==> src/design/hec_pkg.sv <==
// ----------------------------------------------------------------------------
// Hamming ECC package
// Widths, configuration struct and the encode / syndrome functions.
// ----------------------------------------------------------------------------
package hec_pkg;

	localparam int WORD_W            = 64;
	localparam int SYN_W             = 7;
	localparam int DBITS_W           = 6;
	localparam int PAR_W             = 3;
	localparam int DATA_BITS_RST     = 4;
	localparam int DATA_BITS_MAX     = 57;
	localparam int MAX_CODE_BITS_DEF = 64;

	typedef logic [WORD_W-1:0]  word_t;
	typedef logic [SYN_W-1:0]   syn_t;
	typedef logic [DBITS_W-1:0] dbits_t;
	typedef logic [PAR_W-1:0]   par_t;

	typedef struct packed {
		syn_t  code_len;
		word_t code_mask;
		word_t data_mask;
	} cfg_t;

	function automatic par_t parity_count(input syn_t m);
		par_t r;
		r = par_t'(2**PAR_W - 1);
		for (int k = 2**PAR_W - 1; k >= 0; k--) begin
			if ((1 << k) >= int'(m) + k + 1)
				r = par_t'(k);
		end
		return r;
	endfunction

	function automatic int max_data_bits(input int max_code);
		int best;
		best = 1;
		for (int m = 1; m <= DATA_BITS_MAX; m++) begin
			if (m + int'(parity_count(syn_t'(m))) <= max_code)
				best = m;
		end
		return best;
	endfunction

	function automatic word_t low_mask(input syn_t n);
		return ~({WORD_W{1'b1}} << n);
	endfunction

	function automatic cfg_t derive_cfg(input dbits_t raw, input dbits_t mmax);
		cfg_t   c;
		dbits_t m;
		m = raw;
		if (m == '0)
			m = dbits_t'(1);
		if (m > dbits_t'(DATA_BITS_MAX))
			m = dbits_t'(DATA_BITS_MAX);
		if (m > mmax)
			m = mmax;
		c.code_len  = syn_t'(m) + syn_t'(parity_count(syn_t'(m)));
		c.code_mask = low_mask(c.code_len);
		c.data_mask = low_mask(syn_t'(m));
		return c;
	endfunction

	function automatic word_t scatter(input word_t d);
		word_t w;
		int    j;
		w = '0;
		j = 0;
		for (int pos = 1; pos <= WORD_W; pos++) begin
			if ((pos & (pos - 1)) != 0) begin
				w[pos-1] = d[j];
				j++;
			end
		end
		return w;
	endfunction

	function automatic syn_t syndrome(input word_t w);
		syn_t s;
		s = '0;
		for (int k = 0; k < SYN_W; k++) begin
			for (int pos = 1; pos <= WORD_W; pos++) begin
				if (((pos >> k) & 1) != 0)
					s[k] = s[k] ^ w[pos-1];
			end
		end
		return s;
	endfunction

endpackage

==> src/design/hec_if.sv <==
// ----------------------------------------------------------------------------
// Hamming ECC channel interfaces
// Valid/ready channels for input words, result words and configuration.
// ----------------------------------------------------------------------------
interface hec_in_if;
	logic                       valid;
	logic                       ready;
	logic                       func;
	logic [hec_pkg::WORD_W-1:0] word_in;
	modport source (output valid, func, word_in, input ready);
	modport sink   (input valid, func, word_in, output ready);
endinterface

interface hec_out_if;
	logic                       valid;
	logic                       ready;
	logic [hec_pkg::WORD_W-1:0] word_out;
	logic [hec_pkg::SYN_W-1:0]  error_position;
	logic                       corrected;
	logic                       bad_syndrome;
	modport source (output valid, word_out, error_position, corrected, bad_syndrome,
		input ready);
	modport sink   (input valid, word_out, error_position, corrected, bad_syndrome,
		output ready);
endinterface

interface hec_cfg_if;
	logic                        valid;
	logic                        ready;
	logic [hec_pkg::DBITS_W-1:0] data_bits;
	modport source (output valid, data_bits, input ready);
	modport sink   (input valid, data_bits, output ready);
endinterface

==> src/design/hamming_encode_correct.sv <==
// Path: input register, then result register, which drives the result word on dout.
// Throughput: one word per cycle unless dout stalls; input register and result
// register form a two-stage pipeline, with combinational parity trees between them.
// Reset: arst_n clears both pipeline valids and loads data_bits = 4.
// ----------------------------------------------------------------------------
// Hamming ECC encoder / corrector top level
// Configurable single-error-correcting Hamming encode and check.
// ----------------------------------------------------------------------------
module hamming_encode_correct #(
	parameter int MAX_CODE_BITS = hec_pkg::MAX_CODE_BITS_DEF
) (
	input  logic      clk,
	input  logic      arst_n,
	hec_cfg_if.sink   cfg,
	hec_in_if.sink    din,
	hec_out_if.source dout
);
	import hec_pkg::*;

	cfg_t cfg_cur;

	hec_cfg #(
		.MAX_CODE_BITS(MAX_CODE_BITS)
	) u_cfg (
		.clk    (clk),
		.arst_n (arst_n),
		.cfg    (cfg),
		.cfg_out(cfg_cur)
	);

	hec_datapath u_datapath (
		.clk   (clk),
		.arst_n(arst_n),
		.cfg   (cfg_cur),
		.din   (din),
		.dout  (dout)
	);

endmodule

==> src/design/hec_cfg.sv <==
// ----------------------------------------------------------------------------
// Hamming ECC configuration register
// Holds the code length and the code and data masks derived from the data width.
// ----------------------------------------------------------------------------
module hec_cfg #(
	parameter int MAX_CODE_BITS = hec_pkg::MAX_CODE_BITS_DEF
) (
	input  logic          clk,
	input  logic          arst_n,
	hec_cfg_if.sink       cfg,
	output hec_pkg::cfg_t cfg_out
);
	import hec_pkg::*;

	localparam dbits_t MMAX    = dbits_t'(max_data_bits(MAX_CODE_BITS));
	localparam cfg_t   CFG_RST = derive_cfg(dbits_t'(DATA_BITS_RST), MMAX);

	cfg_t cfg_q;

	assign cfg.ready = 1'b1;
	assign cfg_out   = cfg_q;

	always_ff @(posedge clk or negedge arst_n) begin
		if (!arst_n) begin
			cfg_q <= CFG_RST;
		end else if (cfg.valid) begin
			cfg_q <= derive_cfg(cfg.data_bits, MMAX);
		end
	end

endmodule

==> src/design/hec_datapath.sv <==
// ----------------------------------------------------------------------------
// Hamming ECC datapath
// Input register, encode / check-and-correct logic, result register.
// ----------------------------------------------------------------------------
module hec_datapath (
	input  logic          clk,
	input  logic          arst_n,
	input  hec_pkg::cfg_t cfg,
	hec_in_if.sink        din,
	hec_out_if.source     dout
);
	import hec_pkg::*;

	logic  valid_s1;
	logic  func_s1;
	word_t word_s1;

	logic  valid_s2;
	word_t word_s2;
	syn_t  errpos_s2;
	logic  fixed_s2;
	logic  bad_s2;

	logic  adv_s1;
	word_t enc_word;
	syn_t  enc_syn;
	word_t chk_word;
	syn_t  chk_syn;
	logic  chk_fix;
	logic  chk_bad;
	word_t res_word;

	assign adv_s1    = !valid_s2 || dout.ready;
	assign din.ready = !valid_s1 || adv_s1;

	always_comb begin
		enc_word = scatter(word_s1 & cfg.data_mask);
		enc_syn  = syndrome(enc_word);
		for (int k = 0; k < SYN_W; k++) begin
			if (enc_syn[k])
				enc_word[(1 << k) - 1] = 1'b1;
		end
		chk_word = word_s1 & cfg.code_mask;
		chk_syn  = syndrome(chk_word);
		chk_fix  = (chk_syn != '0) && (chk_syn <= cfg.code_len);
		chk_bad  = (chk_syn != '0) && !chk_fix;
		if (chk_fix)
			chk_word = chk_word ^ (word_t'(1) << syn_t'(chk_syn - 1'b1));
		res_word = (func_s1 ? chk_word : enc_word) & cfg.code_mask;
	end

	always_ff @(posedge clk or negedge arst_n) begin
		if (!arst_n) begin
			valid_s1 <= 1'b0;
			valid_s2 <= 1'b0;
		end else begin
			if (din.ready)
				valid_s1 <= din.valid;
			if (adv_s1)
				valid_s2 <= valid_s1;
		end
	end

	always_ff @(posedge clk) begin
		if (din.valid && din.ready) begin
			func_s1 <= din.func;
			word_s1 <= din.word_in;
		end
		if (valid_s1 && adv_s1) begin
			word_s2   <= res_word;
			errpos_s2 <= func_s1 ? chk_syn : '0;
			fixed_s2  <= func_s1 && chk_fix;
			bad_s2    <= func_s1 && chk_bad;
		end
	end

	assign dout.valid          = valid_s2;
	assign dout.word_out       = word_s2;
	assign dout.error_position = errpos_s2;
	assign dout.corrected      = fixed_s2;
	assign dout.bad_syndrome   = bad_s2;

endmodule

==> src/flat_wrapper.sv <==
// flat-port wrapper written by rule: the top's interface ports become plain ports
module hamming_encode_correct_flat import hec_pkg::*;
#(
	parameter int MAX_CODE_BITS = hec_pkg::MAX_CODE_BITS_DEF
)
  (clk, arst_n, cfg_valid, cfg_data_bits, cfg_ready, din_valid, din_func, din_word_in, din_ready, dout_valid, dout_word_out, dout_error_position, dout_corrected, dout_bad_syndrome, dout_ready);
  hec_cfg_if cfg_i ();
  hec_in_if din_i ();
  hec_out_if dout_i ();
  input  logic clk;
  input  logic arst_n;
  input wire logic [$bits(cfg_i.valid)-1:0] cfg_valid;
  input wire logic [$bits(cfg_i.data_bits)-1:0] cfg_data_bits;
  output wire logic [$bits(cfg_i.ready)-1:0] cfg_ready;
  input wire logic [$bits(din_i.valid)-1:0] din_valid;
  input wire logic [$bits(din_i.func)-1:0] din_func;
  input wire logic [$bits(din_i.word_in)-1:0] din_word_in;
  output wire logic [$bits(din_i.ready)-1:0] din_ready;
  output wire logic [$bits(dout_i.valid)-1:0] dout_valid;
  output wire logic [$bits(dout_i.word_out)-1:0] dout_word_out;
  output wire logic [$bits(dout_i.error_position)-1:0] dout_error_position;
  output wire logic [$bits(dout_i.corrected)-1:0] dout_corrected;
  output wire logic [$bits(dout_i.bad_syndrome)-1:0] dout_bad_syndrome;
  input wire logic [$bits(dout_i.ready)-1:0] dout_ready;
  assign cfg_i.valid = cfg_valid;
  assign cfg_i.data_bits = cfg_data_bits;
  assign cfg_ready = cfg_i.ready;
  assign din_i.valid = din_valid;
  assign din_i.func = din_func;
  assign din_i.word_in = din_word_in;
  assign din_ready = din_i.ready;
  assign dout_valid = dout_i.valid;
  assign dout_word_out = dout_i.word_out;
  assign dout_error_position = dout_i.error_position;
  assign dout_corrected = dout_i.corrected;
  assign dout_bad_syndrome = dout_i.bad_syndrome;
  assign dout_i.ready = dout_ready;
  hamming_encode_correct #(.MAX_CODE_BITS(MAX_CODE_BITS)) u_core (.clk(clk), .arst_n(arst_n), .cfg(cfg_i), .din(din_i), .dout(dout_i));
endmodule
==> config.mk <==
export PLATFORM = sky130hd
export DESIGN_NAME = hamming_encode_correct_flat
export DESIGN_NICKNAME = d
export VERILOG_FILES = /design/src/design/hec_pkg.sv /design/src/design/hec_if.sv /design/src/design/hamming_encode_correct.sv /design/src/design/hec_cfg.sv /design/src/design/hec_datapath.sv /design/src/flat_wrapper.sv
export SDC_FILE = /design/constraint.sdc
export NUM_CORES = 1
export LEC_CHECK = 0
export ABC_AREA = 1
export BUFFER_PORTS_ARGS = -buffer_cell sky130_fd_sc_hd__buf_2
export CAP_MARGIN = 20
export CORE_MARGIN = 10
export CORE_UTILIZATION = 55
export CTS_CLUSTER_SIZE = 20
export DETAILED_ROUTE_END_ITERATION = 8
export PLACE_DENSITY = 0.77
export REMOVE_ABC_BUFFERS = 1
export SLEW_MARGIN = 0
export SYNTH_ARGS = -nofsm -noshare
export SYNTH_HDL_FRONTEND = slang
export SYNTH_SLANG_ARGS = --single-unit
==> constraint.sdc <==
create_clock -name clk -period 8.85 [get_ports clk]
set_clock_uncertainty 0.2 [all_clocks]
set_input_delay 1.3275 -clock clk [delete_from_list [all_inputs] [get_ports clk]]
set_output_delay 1.3275 -clock clk [all_outputs]
set_load 0.02 [all_outputs]
==> flow_metrics.py, run 1 <==
metrics = {
    "detailed_routing": {
        "drtAntennaViolNets": 0,
        "drc": 0,
        "wire_per_inst_um": 25.2,
        "first_pass_iters": 6,
        "drtIter0Drc": 1997,
        "num_vias": 16000,
        "drt-total-wl_um": 66900,
        "avgViaCountPerCell": 6.00,
    },
    "die": {
        "num_rows": 64,
        "io_pins": 152,
        "core_area_mm2": 0.0307,
        "die_h_um": 197,
        "die_area_mm2": 0.0388,
        "start_util_pct": 55.9,
        "die_w_um": 197,
    },
    "clocking": {
        "cts_buffers": 29,
        "postCtsSetupBuffers": 0,
        "cts_tree": "yes",
        "cts_max_level": 1,
        "clkLatencyLatePin_ns": 0.58,
        "ctsResizeCount": 0,
        "cts.clk_slew.worst_paths_ns": 0.06,
        "cts_max_path_buffers": 3,
        "cts_hold_buf": 0,
        "clkSinkCount": 267,
        "clockRootBuffer": "clkbuf_16",
    },
    "synth": {
        "yosysTopAreaCell": "edfxtp_1",
        "ys_seq_area_share_pct": 43.0,
        "synth-main-ff-cell": "edfxtp_1",
        "yosysMostFrequentCell": "nand2_1",
        "synth_commonest_cells": "nand2_1 (551), inv_1 (194), xnor2_1 (154)",
        "yosysUniqueCellTypes": 58,
        "synth_compound_area_share_pct": 9.28,
        "synth_top_area_share_pct": 24.1,
        "syn_area_mm2": 0.0172,
        "async_flop_share_pct": 48.3,
        "synth_mux_area_share_pct": 0,
        "syn_avg_cell_area_um2": 8.13,
        "synth.area.top_cells": "edfxtp_1 (24%), dfrtp_1 (17%), nand2_1 (12%), xnor2_1 (7.8%), xor2_1 (5.3%)",
        "synth_edf_count": 138,
        "ys_warn_count": 0,
        "synth_top_family_by_area": "simple AND/OR/NAND/NOR gates",
        "synth-xor-area-share_pct": 13.8,
        "synth-seq-cells": 267,
        "synth_cells": 2117,
        "synth-simple-area-share_pct": 25.1,
        "synth_adder_area_share_pct": 2.23,
    },
    "pwr": {
        "p_leak_uw": 0.00894,
        "power.density_mw_per_mm2": 326,
        "power_uw": 6250,
        "ir_drop_mv": 0.475,
    },
    "worst_setup_path": {
        "crit_path_top_delay_cell": "clkinv_1",
        "rr_endpoint": "u_core.u_datapath.dout.word_out[47]$_DFFE_PP_",
        "arrival_ns": 7.03,
        "timing.rr.start": "u_core.u_datapath.word_s1[28]$_DFFE_PP_",
        "cp.buffers_inverters": 5,
        "crit_required_ns": 9.10,
        "cp_top_family": "simple AND/OR/NAND/NOR gates",
        "worst-r2r-cell-count": 23,
        "crit_type": "in2reg",
        "crit_chain": "buf_2 -> nand2_1 -> nor2_1 -> inv_1 -> nand2_1 -> ha_1 -> inv_1 -> ha_1 -> a2111oi_0 -> o21ai_0 -> a21oi_1 -> nor2_1 -> a21oi_1 -> ha_1 -> nand3_1 -> and2_1 -> nor2_1 -> xor2_1 -> buf_4 -> nor2_1 -> clkinv_1 -> nor2_1 -> nor2_1 -> o311ai_0",
        "ff2ff_setup_slack_ns": 3.20,
        "critical-path-max-stage-delay_ns": 0.63,
        "crit_path_end_kind": "flip-flop",
        "critPathLaunch": "cfg_data_bits[3]",
        "critPathLaunchType": "input port",
        "cp_max_fo": 24,
        "crit_cells": 24,
        "cpMostUsedCell": "nor2_1",
    },
    "global_route": {
        "grt-busiest-layer": "met2",
        "antenna_found_initial": 2,
        "met2_usage_pct": 51.8,
        "grt_max_degree": 93,
        "grt_overflow": 0,
        "grt_pass1_wl_um": 97500,
        "met1_usage_pct": 44.0,
        "grt_usage_pct": 33.9,
        "grt_use_met3_pct": 7.79,
        "grt_pass1_vias": 15100,
    },
    "flow_run": {
        "timing.max_cap.violations": 0,
    },
    "finish": {
        "drive_gt1_share_pct": 13.2,
        "nets": 2346,
        "layout-area-overhead-vs-synth_pct": 11.5,
        "num-fill-cells": 2762,
    },
    "place": {
        "gp_congestion": 1.05,
        "hpwl_um": 51600,
        "port_buffers": 150,
    },
    "timing": {
        "maxSlewHeadroom_pct": 29.4,
        "finalWorstPathRequiredPeriod_ns": 6.78,
        "timing.final.max_slew_violations": 0,
        "setup_viol": 0,
        "hold_viol_final": 0,
        "rsz0062_at_grt": "no",
        "tns_ns": 0,
        "fin_crit_sh_pct": 76.6,
        "max_freq_mhz": 148,
        "hold_ws_ns": 0.287,
        "worstMarginPinSlew_ns": 1.06,
    },
    "min_path": {
        "hp-start": "u_core.u_cfg.cfg_out[15]$_DFFE_PN0P_",
        "whs_path_depth": 2,
        "hold_end": "u_core.u_cfg.cfg_out[15]$_DFFE_PN0P_",
        "hold_class": "reg2reg",
    },
    "status": {
        "run_status": "completed",
    },
}
[registers in the layout, summed over array words and instances (netlist names)]
signal                                 cells
u_core.u_datapath.func_s1                  1
u_core.u_datapath.valid_s1                 1
u_core.u_datapath.dout.bad_syndrome        1
u_core.u_datapath.dout.error_position      7
u_core.u_datapath.dout.word_out           64
u_core.u_cfg.cfg_out                     127
u_core.u_datapath.word_s1                 64
u_core.u_datapath.dout.valid               1
u_core.u_datapath.dout.corrected           1
[where the power goes]
| group | internal, µW | switching [µW] |
|---|---|---|
| sequential | 1530 | 127 |
| clock | 714 | 526 |
| combinational | 824 | 2530 |
[area by class of cell]
type	count	area, µm²	area share, %
well taps	396	495	2.58
flip-flops and latches	267	7390	38.5
clock buffers	40	830	4.33
clock inverters	13	129	0.672
diodes	1	2.50	0.0130
multi-input cells	1566	8680	45.3
repair buffers	163	851	4.44
inverters	213	800	4.17
[placed cells by master, fill, tap and decap left out, types with 16 or more instances in the layout]
cell type and instances:
or2_0 25, nor2_1 150, buf_2 149, edfxtp_1 138, nand3_1 123, nand2_1 551, o21ai_0 95, xor2_1 104
inv_2 18, inv_1 192, nand2_2 26, xnor2_1 154, nand4_1 54, ha_1 29, a21oi_1 140, clkbuf_16 31
a22oi_1 16, dfrtp_1 115
[cells by family (layout without fill, tap and decap cells)]
| logic type | count (synthesis) | count (layout) |
|---|---|---|
| other | 1 | 2 |
| DFF | 267 | 267 |
| buffers and inverters | 284 | 429 |
| xor gates and xnor gates | 265 | 265 |
| adders and majority gates | 30 | 30 |
| AOI/OAI and AO/OA | 292 | 292 |
| and+or+nand+nor | 978 | 978 |
[through the flow]
| step | cell area [µm²] | worst slack (ns) | util [%] | std cells |
|---|---|---|---|---|
| after floorplan | 16900 | 3.05 | - | 2046 |
| after global placement | 18200 | 1.69 | 59.2 | 2605 |
| after detailed placement | 18200 | 1.64 | 59.2 | 2605 |
| after CTS | 19200 | 2.21 | 62.4 | 2658 |
| after global routing | 19200 | 1.43 | 62.4 | 2658 |
| final | 19200 | 2.07 | 62.4 | 2659 |
[how the worst max path moves through the flow]
| stage | endpoint | slack (ns) |
|---|---|---|
| global placement | u_core.u_cfg.cfg_out[72]$_DFFE_PN0P_ | 1.69 |
| CTS | u_core.u_cfg.cfg_out[72]$_DFFE_PN0P_ | 2.21 |
| finish | u_core.u_cfg.cfg_out[104]$_DFFE_PN0P_ | 2.07 |
| detailed placement | u_core.u_cfg.cfg_out[72]$_DFFE_PN0P_ | 1.64 |
| global route | u_core.u_cfg.cfg_out[104]$_DFFE_PN0P_ | 1.43 |
| floorplan | u_core.u_cfg.cfg_out[72]$_DFFE_PN0P_ | 3.05 |
[tightest hold or removal path: stages, from the launching register on]
cell and delay, ns:
dfrtp_1 0.34, nand2_1 0.06, nand2_1 0.06
[routing by layer]
metal  vias up  part of all wire, %
met3       206                   12
li1       7149                    -
met5         -                    0
met1      7495                   38
met2      1114                   44
met4         0                  6.0
(Power assumes the default switching activity.)
==> run 2: changes to the inputs <==
- PLACE_DENSITY: 0.77 -> 0.79
- clock period: 8.85 -> 6.12 ns (I/O delays scaled with it)
==> run 2 against run 1 <==
Against the previous run: clock power grew 48%; critical path depth decreased by 1; first-iteration DRC count is 9.8% higher; die area is the same; critical path type is now reg2reg; critical endpoint is now u_core.u_datapath.dout.word_out[33]$_DFFE_PP_; largest power group unchanged.
==> flow_metrics.py, run 2 (synthesized netlist as in run 1, its figures left out) <==
metrics = {
    "die": {
        "io_pins": 152,
        "die_area_mm2": 0.0388,
        "die_h_um": 197,
        "core_area_mm2": 0.0307,
        "start_util_pct": 55.9,
        "die_w_um": 197,
        "num_rows": 64,
    },
    "flow_run": {
        "timing.max_cap.violations": 0,
    },
    "place": {
        "gp_congestion": 1.04,
        "dpl_cell_area_mm2": 0.0185,
        "hpwl_um": 54900,
        "port_buffers": 150,
    },
    "worst_setup_path": {
        "timing.rr.start": "u_core.u_datapath.word_s1[29]$_DFFE_PP_",
        "worst-r2r-cell-count": 23,
        "arrival_ns": 5.76,
        "crit_path_end_kind": "flip-flop",
        "critPathLaunchType": "flip-flop",
        "cp_max_fo": 46,
        "crit_required_ns": 6.33,
        "rr_endpoint": "u_core.u_datapath.dout.word_out[33]$_DFFE_PP_",
        "crit_type": "reg2reg",
        "ff2ff_setup_slack_ns": 0.57,
    },
    "pwr": {
        "p_leak_uw": 0.00912,
        "intPower_uw": 4600,
        "power.density_mw_per_mm2": 469,
        "ir_drop_mv": 1.04,
        "pwr-share-seq_pct": 26.3,
        "clkPwrFrac_pct": 20.1,
        "switching_share_pct": 49.7,
        "power_switching_uw": 4540,
        "comb_power_share_pct": 53.6,
    },
    "detailed_routing": {
        "num_vias": 16000,
        "drtIter0Drc": 2192,
        "avgViaCountPerCell": 5.95,
        "drtAntennaViolNets": 0,
        "drc": 0,
        "drt-total-wl_um": 69400,
        "first_pass_iters": 7,
        "wire_per_inst_um": 25.7,
    },
    "timing": {
        "hold_viol_final": 0,
        "max_freq_mhz": 180,
        "finalWorstPathRequiredPeriod_ns": 5.55,
        "rsz0062_at_grt": "no",
        "fin_crit_sh_pct": 90.7,
        "timing.final.max_slew_violations": 0,
        "worstMarginPinSlew_ns": 0.974,
        "maxSlewHeadroom_pct": 35.1,
        "setup_viol": 0,
        "tns_ns": 0,
    },
    "status": {
        "run_status": "completed",
    },
    "global_route": {
        "grt_pass1_vias": 15200,
        "antenna_found_initial": 0,
        "grt_overflow": 0,
        "grt_usage_pct": 34.9,
        "grt_max_degree": 84,
        "grt_pass1_wl_um": 99800,
    },
    "clocking": {
        "postCtsSetupBuffers": 0,
        "clkSinkCount": 267,
        "clockRootBuffer": "clkbuf_16",
        "ctsResizeCount": 0,
        "cts_max_level": 1,
        "cts_hold_buf": 0,
        "cts_max_path_buffers": 3,
        "cts_buffers": 29,
        "cts.clk_slew.worst_paths_ns": 0.06,
        "clkLatencyLatePin_ns": 0.60,
        "cts_tree": "yes",
    },
    "finish": {
        "antennaDiodeCount": 0,
        "seq_area_mm2": 0.00739,
        "final_cell_area_mm2": 0.0195,
        "layout-area-overhead-vs-synth_pct": 13.2,
        "num-fill-cells": 2696,
        "multiInputGateArea_mm2": 0.00868,
        "nets": 2381,
        "largest_reg_flops": 127,
        "layout_commonest_cell": "nand2_1",
        "drive_gt1_share_pct": 14.3,
        "final_cell_mix": "nand2_1 (551), inv_1 (192), xnor2_1 (154)",
    },
    "min_path": {
        "hold_class": "in2async",
    },
}
[run 2: cell count changes in the layout (fill, tap and decap cells not counted), sizes merged]
cell,change
bufinv,+1
clkbuf,+5
inv,-1
clkinv,-3
diode,-1
buf,+35
clkinvlp,-1
[run 2: critical path: stages (launching register included)]
cell and delay (ns):
edfxtp_1 0.45, nand2_1 0.32, inv_1 0.14, nand2_1 0.20, nand2_1 0.20, or2_2 0.35, nand2_1 0.06, nand2_1 0.06
nand2_1 0.07, nand2_1 0.05, nand2_1 0.08, nand2_1 0.07, nand2_2 0.31, inv_1 0.34, ha_1 0.39, o211a_1 0.17
nand2_1 0.07, nor2_2 0.15, nand3b_4 0.11, nand2_2 0.39, buf_12 0.28, nand4_1 0.32, or2_0 0.33, a21oi_1 0.20
[run 2: cell type report]
cell class | instances | share of cell area [%]
clock inverter | 9 | 0.720
sequential | 267 | 38.0
tap | 396 | 2.54
inverter | 213 | 4.11
timing repair buffer | 198 | 5.78
clock buffer | 45 | 4.30
multi-input combinational | 1566 | 44.6
[run 2: how the worst max path moves through the flow]
stage / to / slack, ns / start
global placement: u_core.u_cfg.cfg_out[74]$_DFFE_PN0P_ / 0.56 / cfg_data_bits[3]
CTS: u_core.u_datapath.dout.word_out[47]$_DFFE_PP_ / 0.78 / u_core.u_datapath.word_s1[29]$_DFFE_PP_
finish: u_core.u_datapath.dout.word_out[33]$_DFFE_PP_ / 0.57 / u_core.u_datapath.word_s1[29]$_DFFE_PP_
detailed placement: u_core.u_cfg.cfg_out[74]$_DFFE_PN0P_ / 0.47 / cfg_data_bits[3]
floorplan: u_core.u_cfg.cfg_out[72]$_DFFE_PN0P_ / 0.72 / cfg_data_bits[4]
global route: u_core.u_datapath.dout.word_out[48]$_DFFE_PP_ / 0.43 / u_core.u_cfg.cfg_out[112]$_DFFE_PN0P_
[run 2: power by group through the flow]
stage                     logic [µW]  clock network [µW]  registers (µW)
after detailed placement        4760                   0            2420
final                           4900                1840            2400
after floorplan                 3040                   0            2470
after global placement          4660                   0            2410
after CTS                       4770                1840            2390
after global routing            5230                1920            2410
[run 2: through the flow]
step	hold WS (ns)	power (µW)	setup WS [ns]	util, %	instances
floorplan	0.242	5520	0.725	-	2046
global placement	0.260	7070	0.563	60.1	2640
detailed placement	0.268	7180	0.469	60.1	2640
CTS	0.236	9000	0.781	63.3	2694
global route	0.256	9560	0.429	63.3	2694
finish	0.216	9140	0.569	63.3	2694
[run 2: layer usage]
layer / vias up / GRT usage [%] / wire [µm]
met2: 1040 / 54.3 / 30900
li1: 7221 / - / -
met3: 192 / 9.93 / 8500
met5: - / 0 / 0
met1: 7584 / 43.7 / 26000
met4: 0 / 17.3 / 3990
